File: config.mk
export PLATFORM = sky130hd
export DESIGN_NAME = tone_glide_divisor_generator_core
export DESIGN_NICKNAME = d
export VERILOG_FILES = /design/src/tgd_pkg.sv /design/src/tone_glide_divisor_generator_core.sv /design/src/tgd_divider.sv
export VERILOG_INCLUDE_DIRS = /design/src /design/src/src
export SDC_FILE = /design/constraint.sdc
export NUM_CORES = 2
export LEC_CHECK = 0
export ABC_AREA = 0
export BUFFER_PORTS_ARGS = -buffer_cell sky130_fd_sc_hd__clkbuf_2
export CORE_MARGIN = 1.5
export CORE_UTILIZATION = 35
export CTS_BUF_LIST = sky130_fd_sc_hd__clkbuf_8
export CTS_CLUSTER_DIAMETER = 80
export DETAILED_ROUTE_END_ITERATION = 10
export PLACE_DENSITY = 0.56
export SYNTH_ARGS = -nofsm -noshare
export SYNTH_HDL_FRONTEND = slang
export SYNTH_SLANG_ARGS = --single-unit
File: constraint.sdc
create_clock -name clock -period 12.2 [get_ports clock]
set_clock_uncertainty 0.1 [all_clocks]
set_input_delay 2.44 -clock clock [delete_from_list [all_inputs] [get_ports clock]]
set_output_delay 2.44 -clock clock [all_outputs]
set_load 0.005 [all_outputs]
File: src/tone_glide_divisor_generator_core_assert.svh
// Assertion macros for the tone glide divisor generator.
// Depends on a clock named clock and a synchronous reset named reset in the using module.
`ifndef TONE_GLIDE_DIVISOR_GENERATOR_CORE_ASSERT_SVH
`define TONE_GLIDE_DIVISOR_GENERATOR_CORE_ASSERT_SVH

// The consequent must hold in the same cycle as the antecedent.
`define TGD_ASSERT_IMPLIES(label, ante, cons, msg) \
label: assert property (@(posedge clock) disable iff (reset) (ante) |-> (cons)) \
   else $error(msg);

// The consequent must hold in the cycle after the antecedent.
`define TGD_ASSERT_NEXT(label, ante, cons, msg) \
label: assert property (@(posedge clock) disable iff (reset) (ante) |=> (cons)) \
   else $error(msg);

`endif

File: src/tgd_pkg.sv
// Shared constants, codes, the octave-four frequency table and the divider status type
// for the tone glide divisor generator. No dependencies.
package tgd_pkg;

   localparam int FREQ_FRAC_BITS_DEF = 12;
   localparam int DURATION_BITS_DEF  = 16;
   localparam int TABLE_FRAC         = 16;
   localparam int TABLE_WIDTH        = 25;
   localparam int TIMER_DIV_WIDTH    = 16;
   localparam int CLOCK_HZ_WIDTH     = 24;
   localparam int TICK_MS_WIDTH      = 8;
   localparam int CSR_DATA_WIDTH     = 24;
   localparam int T_FRAC             = 16;

   localparam logic [CLOCK_HZ_WIDTH-1:0] CLOCK_HZ_RESET = 24'd1193180;
   localparam logic [TICK_MS_WIDTH-1:0]  TICK_MS_RESET  = 8'd1;

   localparam logic CSR_CLOCK_HZ = 1'b0;
   localparam logic CSR_TICK_MS  = 1'b1;

   localparam logic [1:0] KIND_NOTE  = 2'd0;
   localparam logic [1:0] KIND_SLIDE = 2'd1;
   localparam logic [1:0] KIND_PAUSE = 2'd2;
   localparam logic [1:0] KIND_TICK  = 2'd3;

   localparam logic [1:0] MODE_IDLE  = 2'd0;
   localparam logic [1:0] MODE_NOTE  = 2'd1;
   localparam logic [1:0] MODE_SLIDE = 2'd2;
   localparam logic [1:0] MODE_PAUSE = 2'd3;

   localparam logic [1:0] CURVE_LINEAR   = 2'd0;
   localparam logic [1:0] CURVE_SMOOTH   = 2'd1;
   localparam logic [1:0] CURVE_EASE_OUT = 2'd2;
   localparam logic [1:0] CURVE_EASE_IN  = 2'd3;

   typedef logic [TABLE_WIDTH-1:0] semitone_table_type [12];

   // Octave four, C through B, in unsigned Q.16 hertz.
   localparam semitone_table_type OCTAVE4_Q16 = '{
      25'd17145893, 25'd18165441, 25'd19245614, 25'd20390018,
      25'd21602472, 25'd22887021, 25'd24247954, 25'd25689813,
      25'd27217409, 25'd28835840, 25'd30550508, 25'd32367136
   };

   typedef struct packed {
      logic busy;
      logic done;
      logic overflow;
   } div_status_type;

endpackage

File: src/tone_glide_divisor_generator_core.sv
// Top level of the tone glide divisor generator: command decode, slide sequencer,
// shared multiplier and result register. Depends on tgd_pkg, tgd_divider and the assert header.
//
//   channel   direction   handshake              beat content
//   req       in          req_valid/req_ready    kind, start/end note, curve, duration_ms
//   rsp       out         rsp_valid/rsp_ready    divisor, speaker_on, busy_res
//   csr       in          csr_write_enable       clock_hz (index 0), tick_ms (index 1)
//
// The single restoring divider, one bit a cycle, divides clock_hz by the start frequency for
// a note or nonzero slide start. A slide tick divides elapsed by length, shapes it by the curve,
// then divides clock_hz by the slide frequency. Pauses and other ticks skip the divider.
// Reset is synchronous: it clears the mode, the divisor and rsp_valid, and reloads both CSRs.
// A waiting result does not block the next beat; only its completion waits for the result slot.
`include "tone_glide_divisor_generator_core_assert.svh"

module tone_glide_divisor_generator_core
   import tgd_pkg::*;
#(
   parameter int FREQ_FRAC_BITS = FREQ_FRAC_BITS_DEF,
   parameter int DURATION_BITS  = DURATION_BITS_DEF
) (
   input  logic                      clock,
   input  logic                      reset,
   input  logic                      csr_write_enable,
   input  logic                      csr_index,
   input  logic [CSR_DATA_WIDTH-1:0] csr_write_data,
   input  logic                      req_valid,
   output logic                      req_ready,
   input  logic [1:0]                req_kind,
   input  logic [3:0]                req_start_semitone,
   input  logic [3:0]                req_start_octave,
   input  logic [3:0]                req_end_semitone,
   input  logic [3:0]                req_end_octave,
   input  logic [1:0]                req_curve,
   input  logic [15:0]               req_duration_ms,
   output logic                      rsp_valid,
   input  logic                      rsp_ready,
   output logic [15:0]               rsp_divisor,
   output logic                      rsp_speaker_on,
   output logic                      rsp_busy_res
);

   localparam int FW   = 14 + FREQ_FRAC_BITS;
   localparam int DW   = DURATION_BITS;
   localparam int WW   = TABLE_WIDTH + 16;
   localparam int NW_H = CLOCK_HZ_WIDTH + FREQ_FRAC_BITS;
   localparam int NW_T = DW + T_FRAC;
   localparam int NW   = (NW_H > NW_T) ? NW_H : NW_T;
   localparam int MW   = (FW > DW) ? FW : DW;
   localparam int PW   = FW + 18;
   localparam logic [4:0]  RSH_BASE = 5'(TABLE_FRAC + 4 - FREQ_FRAC_BITS);
   localparam logic [16:0] T_ONE    = 17'h10000;
   localparam logic [17:0] T_THREE  = 18'h30000;

   localparam logic [3:0] S_IDLE   = 4'd0;
   localparam logic [3:0] S_TDIV   = 4'd1;
   localparam logic [3:0] S_MUL1   = 4'd2;
   localparam logic [3:0] S_CURV   = 4'd3;
   localparam logic [3:0] S_SMOOTH = 4'd4;
   localparam logic [3:0] S_DIFF   = 4'd5;
   localparam logic [3:0] S_FREQ   = 4'd6;
   localparam logic [3:0] S_DIV    = 4'd7;
   localparam logic [3:0] S_DONE   = 4'd8;

   function automatic logic [FW-1:0] note_freq(input logic [3:0] semi, input logic [3:0] oct);
      logic [3:0]    s;
      logic [4:0]    o;
      logic [WW-1:0] wide;
      s = semi;
      o = {1'b0, oct};
      if (semi >= 4'd12) begin
         s = semi - 4'd12;
         o = o + 5'd1;
      end
      wide = WW'(OCTAVE4_Q16[s]);
      if (o >= RSH_BASE) begin
         wide = wide << (o - RSH_BASE);
      end else begin
         wide = wide >> (RSH_BASE - o);
      end
      if (wide[WW-1:FW] != '0) begin
         note_freq = '1;
      end else begin
         note_freq = wide[FW-1:0];
      end
   endfunction

   logic [3:0]                state_ff, state_in;
   logic [1:0]                mode_ff, mode_in;
   logic [15:0]               cur_div_ff, cur_div_in;
   logic [CLOCK_HZ_WIDTH-1:0] clock_hz_ff, clock_hz_in;
   logic [TICK_MS_WIDTH-1:0]  tick_ms_ff, tick_ms_in;
   logic                      rsp_valid_ff, rsp_valid_in;
   logic [15:0]               rsp_divisor_ff, rsp_divisor_in;
   logic                      rsp_speaker_on_ff, rsp_speaker_on_in;
   logic                      rsp_busy_res_ff, rsp_busy_res_in;
   logic [1:0]                curve_ff, curve_in;
   logic [DW-1:0]             elapsed_ff, elapsed_in;
   logic [DW-1:0]             length_ff, length_in;
   logic [FW-1:0]             start_freq_ff, start_freq_in;
   logic [FW-1:0]             end_freq_ff, end_freq_in;
   logic [FW-1:0]             diff_ff, diff_in;
   logic                      rise_ff, rise_in;
   logic [15:0]               t_ff, t_in;
   logic [16:0]               g_ff, g_in;
   logic [PW-1:0]             prod_ff, prod_in;

   logic                      accept;
   logic [FW-1:0]             freq_start;
   logic [FW-1:0]             freq_end;
   logic [DW-1:0]             req_len;
   logic [DW:0]               el_sum;
   logic [DW-1:0]             el_next;
   logic [16:0]               sq_op;
   logic [16:0]               sq_hi;
   logic [FW-1:0]             slide_d;
   logic [FW-1:0]             slide_f;
   logic [FW-1:0]             mul_a;
   logic [17:0]               mul_b;
   logic [PW-1:0]             prod_mul;
   logic                      div_start;
   logic [NW-1:0]             div_num;
   logic [MW-1:0]             div_den;
   logic [15:0]               div_quo;
   div_status_type            div_stat;

   tgd_divider #(
      .NUM_WIDTH (NW),
      .DEN_WIDTH (MW),
      .QUO_WIDTH (TIMER_DIV_WIDTH)
   ) u_divider (
      .clock       (clock),
      .reset       (reset),
      .start       (div_start),
      .numerator   (div_num),
      .denominator (div_den),
      .quotient    (div_quo),
      .status      (div_stat)
   );

   if (DURATION_BITS >= 16) begin : g_dur_wide
      assign req_len = DW'(req_duration_ms);
   end else begin : g_dur_narrow
      assign req_len = ((req_duration_ms >> DURATION_BITS) != 16'd0) ? '1
                                                                     : req_duration_ms[DW-1:0];
   end

   assign req_ready  = (state_ff == S_IDLE);
   assign accept     = req_valid & req_ready;
   assign freq_start = note_freq(req_start_semitone, req_start_octave);
   assign freq_end   = note_freq(req_end_semitone, req_end_octave);
   assign el_sum     = {1'b0, elapsed_ff} + (DW+1)'(tick_ms_ff);
   assign el_next    = el_sum[DW] ? '1 : el_sum[DW-1:0];
   assign sq_op      = (curve_ff == CURVE_EASE_OUT) ? (T_ONE - {1'b0, t_ff}) : {1'b0, t_ff};
   assign sq_hi      = prod_ff[32:16];
   assign slide_d    = prod_ff[FW+15:16];
   assign slide_f    = rise_ff ? (start_freq_ff + slide_d) : (start_freq_ff - slide_d);
   assign prod_mul   = PW'(mul_a) * PW'(mul_b);

   always_comb begin
      clock_hz_in = clock_hz_ff;
      tick_ms_in  = tick_ms_ff;
      if (csr_write_enable) begin
         unique case (csr_index)
            CSR_CLOCK_HZ: clock_hz_in = csr_write_data[CLOCK_HZ_WIDTH-1:0];
            CSR_TICK_MS:  tick_ms_in  = csr_write_data[TICK_MS_WIDTH-1:0];
            default:      clock_hz_in = clock_hz_ff;
         endcase
      end
   end

   always_comb begin
      state_in          = state_ff;
      mode_in           = mode_ff;
      cur_div_in        = cur_div_ff;
      curve_in          = curve_ff;
      elapsed_in        = elapsed_ff;
      length_in         = length_ff;
      start_freq_in     = start_freq_ff;
      end_freq_in       = end_freq_ff;
      diff_in           = diff_ff;
      rise_in           = rise_ff;
      t_in              = t_ff;
      g_in              = g_ff;
      prod_in           = prod_ff;
      mul_a             = '0;
      mul_b             = '0;
      div_start         = 1'b0;
      div_num           = '0;
      div_den           = '0;
      rsp_valid_in      = rsp_valid_ff & ~rsp_ready;
      rsp_divisor_in    = rsp_divisor_ff;
      rsp_speaker_on_in = rsp_speaker_on_ff;
      rsp_busy_res_in   = rsp_busy_res_ff;
      unique case (state_ff)
         S_IDLE: begin
            if (accept) begin
               unique case (req_kind)
                  KIND_NOTE: begin
                     start_freq_in = freq_start;
                     end_freq_in   = freq_start;
                     elapsed_in    = '0;
                     length_in     = req_len;
                     mode_in       = (req_len != '0) ? MODE_NOTE : MODE_IDLE;
                     div_start     = 1'b1;
                     div_num       = NW'({clock_hz_ff, {FREQ_FRAC_BITS{1'b0}}});
                     div_den       = MW'(freq_start);
                     state_in      = S_DIV;
                  end
                  KIND_SLIDE: begin
                     start_freq_in = freq_start;
                     end_freq_in   = freq_end;
                     curve_in      = req_curve;
                     elapsed_in    = '0;
                     length_in     = req_len;
                     if (req_len != '0) begin
                        mode_in   = MODE_SLIDE;
                        div_start = 1'b1;
                        div_num   = NW'({clock_hz_ff, {FREQ_FRAC_BITS{1'b0}}});
                        div_den   = MW'(freq_start);
                        state_in  = S_DIV;
                     end else begin
                        mode_in  = MODE_IDLE;
                        state_in = S_DONE;
                     end
                  end
                  KIND_PAUSE: begin
                     elapsed_in = '0;
                     length_in  = req_len;
                     mode_in    = (req_len != '0) ? MODE_PAUSE : MODE_IDLE;
                     state_in   = S_DONE;
                  end
                  KIND_TICK: begin
                     state_in = S_DONE;
                     if (mode_ff != MODE_IDLE) begin
                        elapsed_in = el_next;
                        if (el_next >= length_ff) begin
                           mode_in = MODE_IDLE;
                        end else if (mode_ff == MODE_SLIDE) begin
                           div_start = 1'b1;
                           div_num   = NW'({el_next, {T_FRAC{1'b0}}});
                           div_den   = MW'(length_ff);
                           state_in  = S_TDIV;
                        end
                     end
                  end
                  default: state_in = S_IDLE;
               endcase
            end
         end
         S_TDIV: begin
            if (div_stat.done) begin
               t_in     = div_quo;
               state_in = S_MUL1;
            end
         end
         S_MUL1: begin
            mul_a    = FW'(sq_op);
            mul_b    = {1'b0, sq_op};
            prod_in  = prod_mul;
            rise_in  = (end_freq_ff >= start_freq_ff);
            diff_in  = (end_freq_ff >= start_freq_ff) ? (end_freq_ff - start_freq_ff)
                                                      : (start_freq_ff - end_freq_ff);
            state_in = S_CURV;
         end
         S_CURV: begin
            state_in = S_DIFF;
            unique case (curve_ff)
               CURVE_LINEAR:   g_in = {1'b0, t_ff};
               CURVE_SMOOTH: begin
                  mul_a    = FW'(sq_hi);
                  mul_b    = T_THREE - {1'b0, t_ff, 1'b0};
                  prod_in  = prod_mul;
                  state_in = S_SMOOTH;
               end
               CURVE_EASE_OUT: g_in = T_ONE - sq_hi;
               CURVE_EASE_IN:  g_in = sq_hi;
               default:        g_in = {1'b0, t_ff};
            endcase
         end
         S_SMOOTH: begin
            g_in     = sq_hi;
            state_in = S_DIFF;
         end
         S_DIFF: begin
            mul_a    = diff_ff;
            mul_b    = {1'b0, g_ff};
            prod_in  = prod_mul;
            state_in = S_FREQ;
         end
         S_FREQ: begin
            div_start = 1'b1;
            div_num   = NW'({clock_hz_ff, {FREQ_FRAC_BITS{1'b0}}});
            div_den   = MW'(slide_f);
            state_in  = S_DIV;
         end
         S_DIV: begin
            if (div_stat.done) begin
               cur_div_in = div_stat.overflow ? '1 : div_quo;
               state_in   = S_DONE;
            end
         end
         S_DONE: begin
            if (!rsp_valid_ff || rsp_ready) begin
               rsp_valid_in      = 1'b1;
               rsp_divisor_in    = cur_div_ff;
               rsp_speaker_on_in = (mode_ff == MODE_NOTE) || (mode_ff == MODE_SLIDE);
               rsp_busy_res_in   = (mode_ff != MODE_IDLE);
               state_in          = S_IDLE;
            end
         end
         default: state_in = S_IDLE;
      endcase
   end

   always_ff @(posedge clock) begin
      if (reset) begin
         state_ff     <= S_IDLE;
         mode_ff      <= MODE_IDLE;
         cur_div_ff   <= '0;
         clock_hz_ff  <= CLOCK_HZ_RESET;
         tick_ms_ff   <= TICK_MS_RESET;
         rsp_valid_ff <= 1'b0;
         curve_ff     <= CURVE_LINEAR;
         elapsed_ff   <= '0;
         length_ff    <= '0;
      end else begin
         state_ff     <= state_in;
         mode_ff      <= mode_in;
         cur_div_ff   <= cur_div_in;
         clock_hz_ff  <= clock_hz_in;
         tick_ms_ff   <= tick_ms_in;
         rsp_valid_ff <= rsp_valid_in;
         curve_ff     <= curve_in;
         elapsed_ff   <= elapsed_in;
         length_ff    <= length_in;
      end
   end

   always_ff @(posedge clock) begin
      start_freq_ff     <= start_freq_in;
      end_freq_ff       <= end_freq_in;
      diff_ff           <= diff_in;
      rise_ff           <= rise_in;
      t_ff              <= t_in;
      g_ff              <= g_in;
      prod_ff           <= prod_in;
      rsp_divisor_ff    <= rsp_divisor_in;
      rsp_speaker_on_ff <= rsp_speaker_on_in;
      rsp_busy_res_ff   <= rsp_busy_res_in;
   end

   assign rsp_valid      = rsp_valid_ff;
   assign rsp_divisor    = rsp_divisor_ff;
   assign rsp_speaker_on = rsp_speaker_on_ff;
   assign rsp_busy_res   = rsp_busy_res_ff;

   `TGD_ASSERT_IMPLIES(a_ready_div_idle, req_ready, !div_stat.busy, "ready while divider busy")
   `TGD_ASSERT_IMPLIES(a_done_in_wait, div_stat.done, (state_ff == S_TDIV) || (state_ff == S_DIV), "divider finished outside a wait state")
   `TGD_ASSERT_IMPLIES(a_progress_below_one, state_ff == S_MUL1, elapsed_ff < length_ff, "slide progress reached one")
   `TGD_ASSERT_IMPLIES(a_speaker_needs_busy, rsp_valid_ff && rsp_speaker_on_ff, rsp_busy_res_ff, "speaker on while not busy")
   `TGD_ASSERT_NEXT(a_idle_tick_keeps_div, accept && (req_kind == KIND_TICK) && (mode_ff == MODE_IDLE), $stable(cur_div_ff), "idle tick changed the divisor")

endmodule

File: src/tgd_divider.sv
// Restoring divider that retires one quotient bit per cycle while busy and flags quotient overflow.
// Depends on tgd_pkg for the status type.
module tgd_divider
   import tgd_pkg::*;
#(
   parameter int NUM_WIDTH = 36,
   parameter int DEN_WIDTH = 26,
   parameter int QUO_WIDTH = TIMER_DIV_WIDTH
) (
   input  logic                 clock,
   input  logic                 reset,
   input  logic                 start,
   input  logic [NUM_WIDTH-1:0] numerator,
   input  logic [DEN_WIDTH-1:0] denominator,
   output logic [QUO_WIDTH-1:0] quotient,
   output div_status_type       status
);

   localparam int CW = $clog2(NUM_WIDTH + 1);

   logic                 busy_ff, busy_in;
   logic                 done_ff, done_in;
   logic                 ovf_ff, ovf_in;
   logic [CW-1:0]        cnt_ff, cnt_in;
   logic [NUM_WIDTH-1:0] num_ff, num_in;
   logic [DEN_WIDTH-1:0] den_ff, den_in;
   logic [DEN_WIDTH-1:0] rem_ff, rem_in;
   logic [QUO_WIDTH-1:0] quo_ff, quo_in;
   logic [DEN_WIDTH:0]   rem_shift;
   logic [DEN_WIDTH+1:0] trial;
   logic                 fits;

   assign rem_shift = {rem_ff, num_ff[NUM_WIDTH-1]};
   assign trial     = {1'b0, rem_shift} - {2'b00, den_ff};
   assign fits      = ~trial[DEN_WIDTH+1];

   // A zero denominator sets every quotient bit and the overflow flag; the core saturates the divisor on overflow.
   always_comb begin
      busy_in = busy_ff;
      done_in = 1'b0;
      ovf_in  = ovf_ff;
      cnt_in  = cnt_ff;
      num_in  = num_ff;
      den_in  = den_ff;
      rem_in  = rem_ff;
      quo_in  = quo_ff;
      if (start) begin
         busy_in = 1'b1;
         ovf_in  = 1'b0;
         cnt_in  = CW'(NUM_WIDTH);
         num_in  = numerator;
         den_in  = denominator;
         rem_in  = '0;
         quo_in  = '0;
      end else if (busy_ff) begin
         num_in = {num_ff[NUM_WIDTH-2:0], 1'b0};
         rem_in = fits ? trial[DEN_WIDTH-1:0] : rem_shift[DEN_WIDTH-1:0];
         quo_in = {quo_ff[QUO_WIDTH-2:0], fits};
         ovf_in = ovf_ff | quo_ff[QUO_WIDTH-1];
         cnt_in = cnt_ff - CW'(1);
         if (cnt_ff == CW'(1)) begin
            busy_in = 1'b0;
            done_in = 1'b1;
         end
      end
   end

   always_ff @(posedge clock) begin
      if (reset) begin
         busy_ff <= 1'b0;
         done_ff <= 1'b0;
      end else begin
         busy_ff <= busy_in;
         done_ff <= done_in;
      end
   end

   always_ff @(posedge clock) begin
      ovf_ff <= ovf_in;
      cnt_ff <= cnt_in;
      num_ff <= num_in;
      den_ff <= den_in;
      rem_ff <= rem_in;
      quo_ff <= quo_in;
   end

   assign quotient        = quo_ff;
   assign status.busy     = busy_ff;
   assign status.done     = done_ff;
   assign status.overflow = ovf_ff;

endmodule
==> summary.md <==
| Metric | Value |
|---|---|
| Outcome | `finished, final reports clean` |
| Share of layout cells above drive strength 1 | `7.20%` |
| Largest net degree at the start of global routing | `94` |
| Avg WL per Cell | `20.1 um` |
| Gr ovfl total | `0` |
| Routability Congestion | `0.917` |
| Yosys cell types | `104` |
| CTS resizes | `0` |
| Startpoint types | `register` |
| R2R cell count | `30` |
| 1st-pass router iterations | `6` |
| Vias in the first global route | `36,100` |
| Sequential area share after synthesis | `21.2%` |
| Drt via density | `5.50` |
| Worst IR drop on VDD | `0.114 mV` |
| Worst setup margin | `1.99 ns` |
| Final Max Tran Viols | `0` |
| Core Area | `120,000 um^2` |
| Syn avg cell area | `8.27 um^2` |
| Maximum fanout along the worst path | `6` |
| Relative slew slack | `20.4%` |
| Initial antenna violation count | `1` |
| Finished Core Util | `37.9%` |
| Overall routed net length | `135 mm` |
| Post-synth top flop | `edfxtp_1` |
| Antenna Nets Post-Route | `0` |
| CTS root buf | `clkbuf_8` |
| Total of fill cells in the finished design | `12,500` |
| Hold_buf cts | `0` |
| Critical-path top delay cell | `a221oi_1` |
| CTS tree | `done` |
| Final period utilization | `83.7%` |
| Slew @ Worst Pin | `1.19 ns` |
| TNS Setup | `0 ns` |
| Initial DRC count | `2,916` |
| Hold depth | `0` |
| Final setup fails | `0` |
| Placed cells | `6,599` |
| Die area | `123,000 um^2` |
| Min cycle time layout | `10.21 ns` |
| Total power | `6.91 mW` |
| Layout area overhead | `7.27%` |
| Max Fclk | `97.9 MHz` |
| Worst EP arrival | `10.50 ns` |
| Commonest non-fill, non-tap cells in the layout | `nand2_1 (682), inv_1 (642), nor2_1 (465)` |
| Critical Path Sink Type | `register` |
| M1 WL | `59.9 mm` |
| Critical path class | `reg2reg` |
| Initial Util | `35.4%` |
| FP Rows | `127` |
| Port Buffers | `85` |
| Max clock buf depth | `3` |
| Crit-path most repeated cell | `fa_1` |
| Synth async-reset ratio | `0%` |
| Setup Fix Bufs, Post-CTS | `0` |
| PwrDens | `152 nW/um^2` |
| Clock transition at path regs | `0.06 ns` |
| Later-pin clock latency in the skew report | `0.64 ns` |
| RSZ-0062 raised after global routing | `no` |
| CTS Buf Count | `66` |
| Seq cells post-synth | `346` |
| WL met2 | `63.1 mm` |
| YS warnings | `0` |
| Worst hold path type | `reg2reg` |
| Global Route Usage Sum | `21.7%` |
| Residual DRC | `0` |
| Chip Width | `351 um` |
| Crit path largest cell delay | `0.77 ns` |
| Die height | `351 um` |
| Non-Filler Instances | `6,720` |
| Io pins | `86` |
| Max_cap viols | `0` |
| CTS sink count | `346` |
| Post-DP HPWL | `105 mm` |
| DR top layer | `met4` |
| CP required | `12.48 ns` |
| Final Hold Violating Endpoints | `0` |
| Number of enable flip-flop cells after synthesis | `206` |
| LEAKAGE | `20.0 nW` |
| DR vias | `36,900` |
| Mapped Area | `42,500 um^2` |
| Most common cell after layout, fill and taps aside | `nand2_1` |
| First-pass GRT wire length | `211 mm` |
| Gate Count Post-Synth | `5,135` |
| Nets | `5,766` |
| Met3 WL | `7.22 mm` |
| H-tree Lvls | `3` |
| Place WS | `1.99 ns` |
| Diodes inserted | `0` |
-- routing by layer --
layer	vias up	GRT usage (%)
met3	250	2.29
met2	1201	35.5
li1	17400	-
met1	18100	29.8
met5	-	0
met4	0	7.59
-- state kept, by name, indices dropped and copies added (netlist names), 6 cells and up --
register,cells
u_divider.rem_ff,26
tick_ms_ff,8
t_ff,16
diff_ff,26
clock_hz_ff,24
cur_div_ff,16
u_divider.num_ff,24
start_freq_ff,26
end_freq_ff,26
rsp_divisor,16
u_divider.cnt_ff,6
length_ff,16
u_divider.quotient,16
u_divider.den_ff,26
elapsed_ff,16
prod_ff,26
g_ff,17
-- final timing paths --
check | from | end | slack (ns)
worst max-delay path | t_ff[2] | prod_ff[38] | 1.99
worst min-delay path | cur_div_ff[10] | rsp_divisor[10] | 0.33
worst max register to register | t_ff[2] | prod_ff[38] | 1.99
worst min register to register | cur_div_ff[10] | rsp_divisor[10] | 0.33
-- cells by family after synthesis --
logic type | count (synthesis) | synth area share, %
xor gates and xnor gates | 177 | 3.74
muxes | 135 | 3.38
buffers and inverters | 955 | 8.80
other | 2 | 0.0177
adders and majority gates | 645 | 25.8
AOI/OAI and AO/OA | 1158 | 18.8
and+or+nand+nor | 1717 | 18.3
DFF | 346 | 21.2
-- stage by stage --
| step | hold slack [ns] | instance area (um^2) |
|---|---|---|
| after CTS | 0.336 | 45600 |
| after global placement | 0.316 | 44300 |
| final | 0.332 | 45600 |
| after global routing | 0.341 | 45600 |
| after detailed placement | 0.322 | 44300 |
| after floorplan | 0.309 | 42500 |
-- layout make-up --
cell class | instances | area (um^2) | area share [%]
clock buffers | 71 | 977 | 2.14
clock inverters | 50 | 304 | 0.667
inverters | 639 | 2400 | 5.26
multi-input cells | 3839 | 29900 | 65.6
flip-flops and latches | 346 | 8990 | 19.7
well taps | 1612 | 2020 | 4.43
repair buffers | 163 | 1010 | 2.22
-- synth_stat cells (all sizes together), types with 17 or more instances --
master  count  area share (%)
a211oi     63             1.1
a21o       89             1.6
a21oi     289             3.4
a221o      62             1.5
a221oi     52             1.1
a22o       20            0.41
a22oi      73             1.3
a31oi      33            0.49
and2       46            0.68
and3       29            0.43
buf        77             1.0
clkbuf    239             2.1
dfxtp     140             6.6
edfxtp    206              15
fa        386              18
ha        259             7.6
inv       632             5.6
mux2       29            0.77
mux2i     102             2.4
nand2     685             6.1
nand2b     62            0.91
nand3      81            0.95
nand3b     24            0.43
nand4      22            0.32
nor2      468             4.1
nor2b      53            0.78
nor3      117             1.4
nor3b      25            0.44
nor4       28            0.43
o211ai     41            0.72
o21a       30            0.53
o21ai     190             2.2
o22ai      22            0.32
or2        17            0.25
or3        28            0.41
xnor2      87             1.9
xor2       90             1.9
-- where the power goes --
group	leakage, nW	total, mW	internal, mW	switching, mW
Combinational	16.3	3.93	1.39	2.55
Sequential	3.02	1.86	1.62	0.239
Clock	0.723	1.12	0.589	0.527
-- worst max-delay path, delay by kind of cell, from the launching register on --
| kind | cells | cell delay, ns |
|---|---|---|
| AND/OR/NAND/NOR | 8 | 2.38 |
| XOR/XNOR | 2 | 0.23 |
| buffers and inverters | 5 | 0.29 |
| adder cells (fa/ha/maj) | 7 | 3.39 |
| flip-flops | 1 | 0.45 |
| AO/OA/AOI/OAI | 8 | 3.08 |
(Power assumes the default switching activity.)
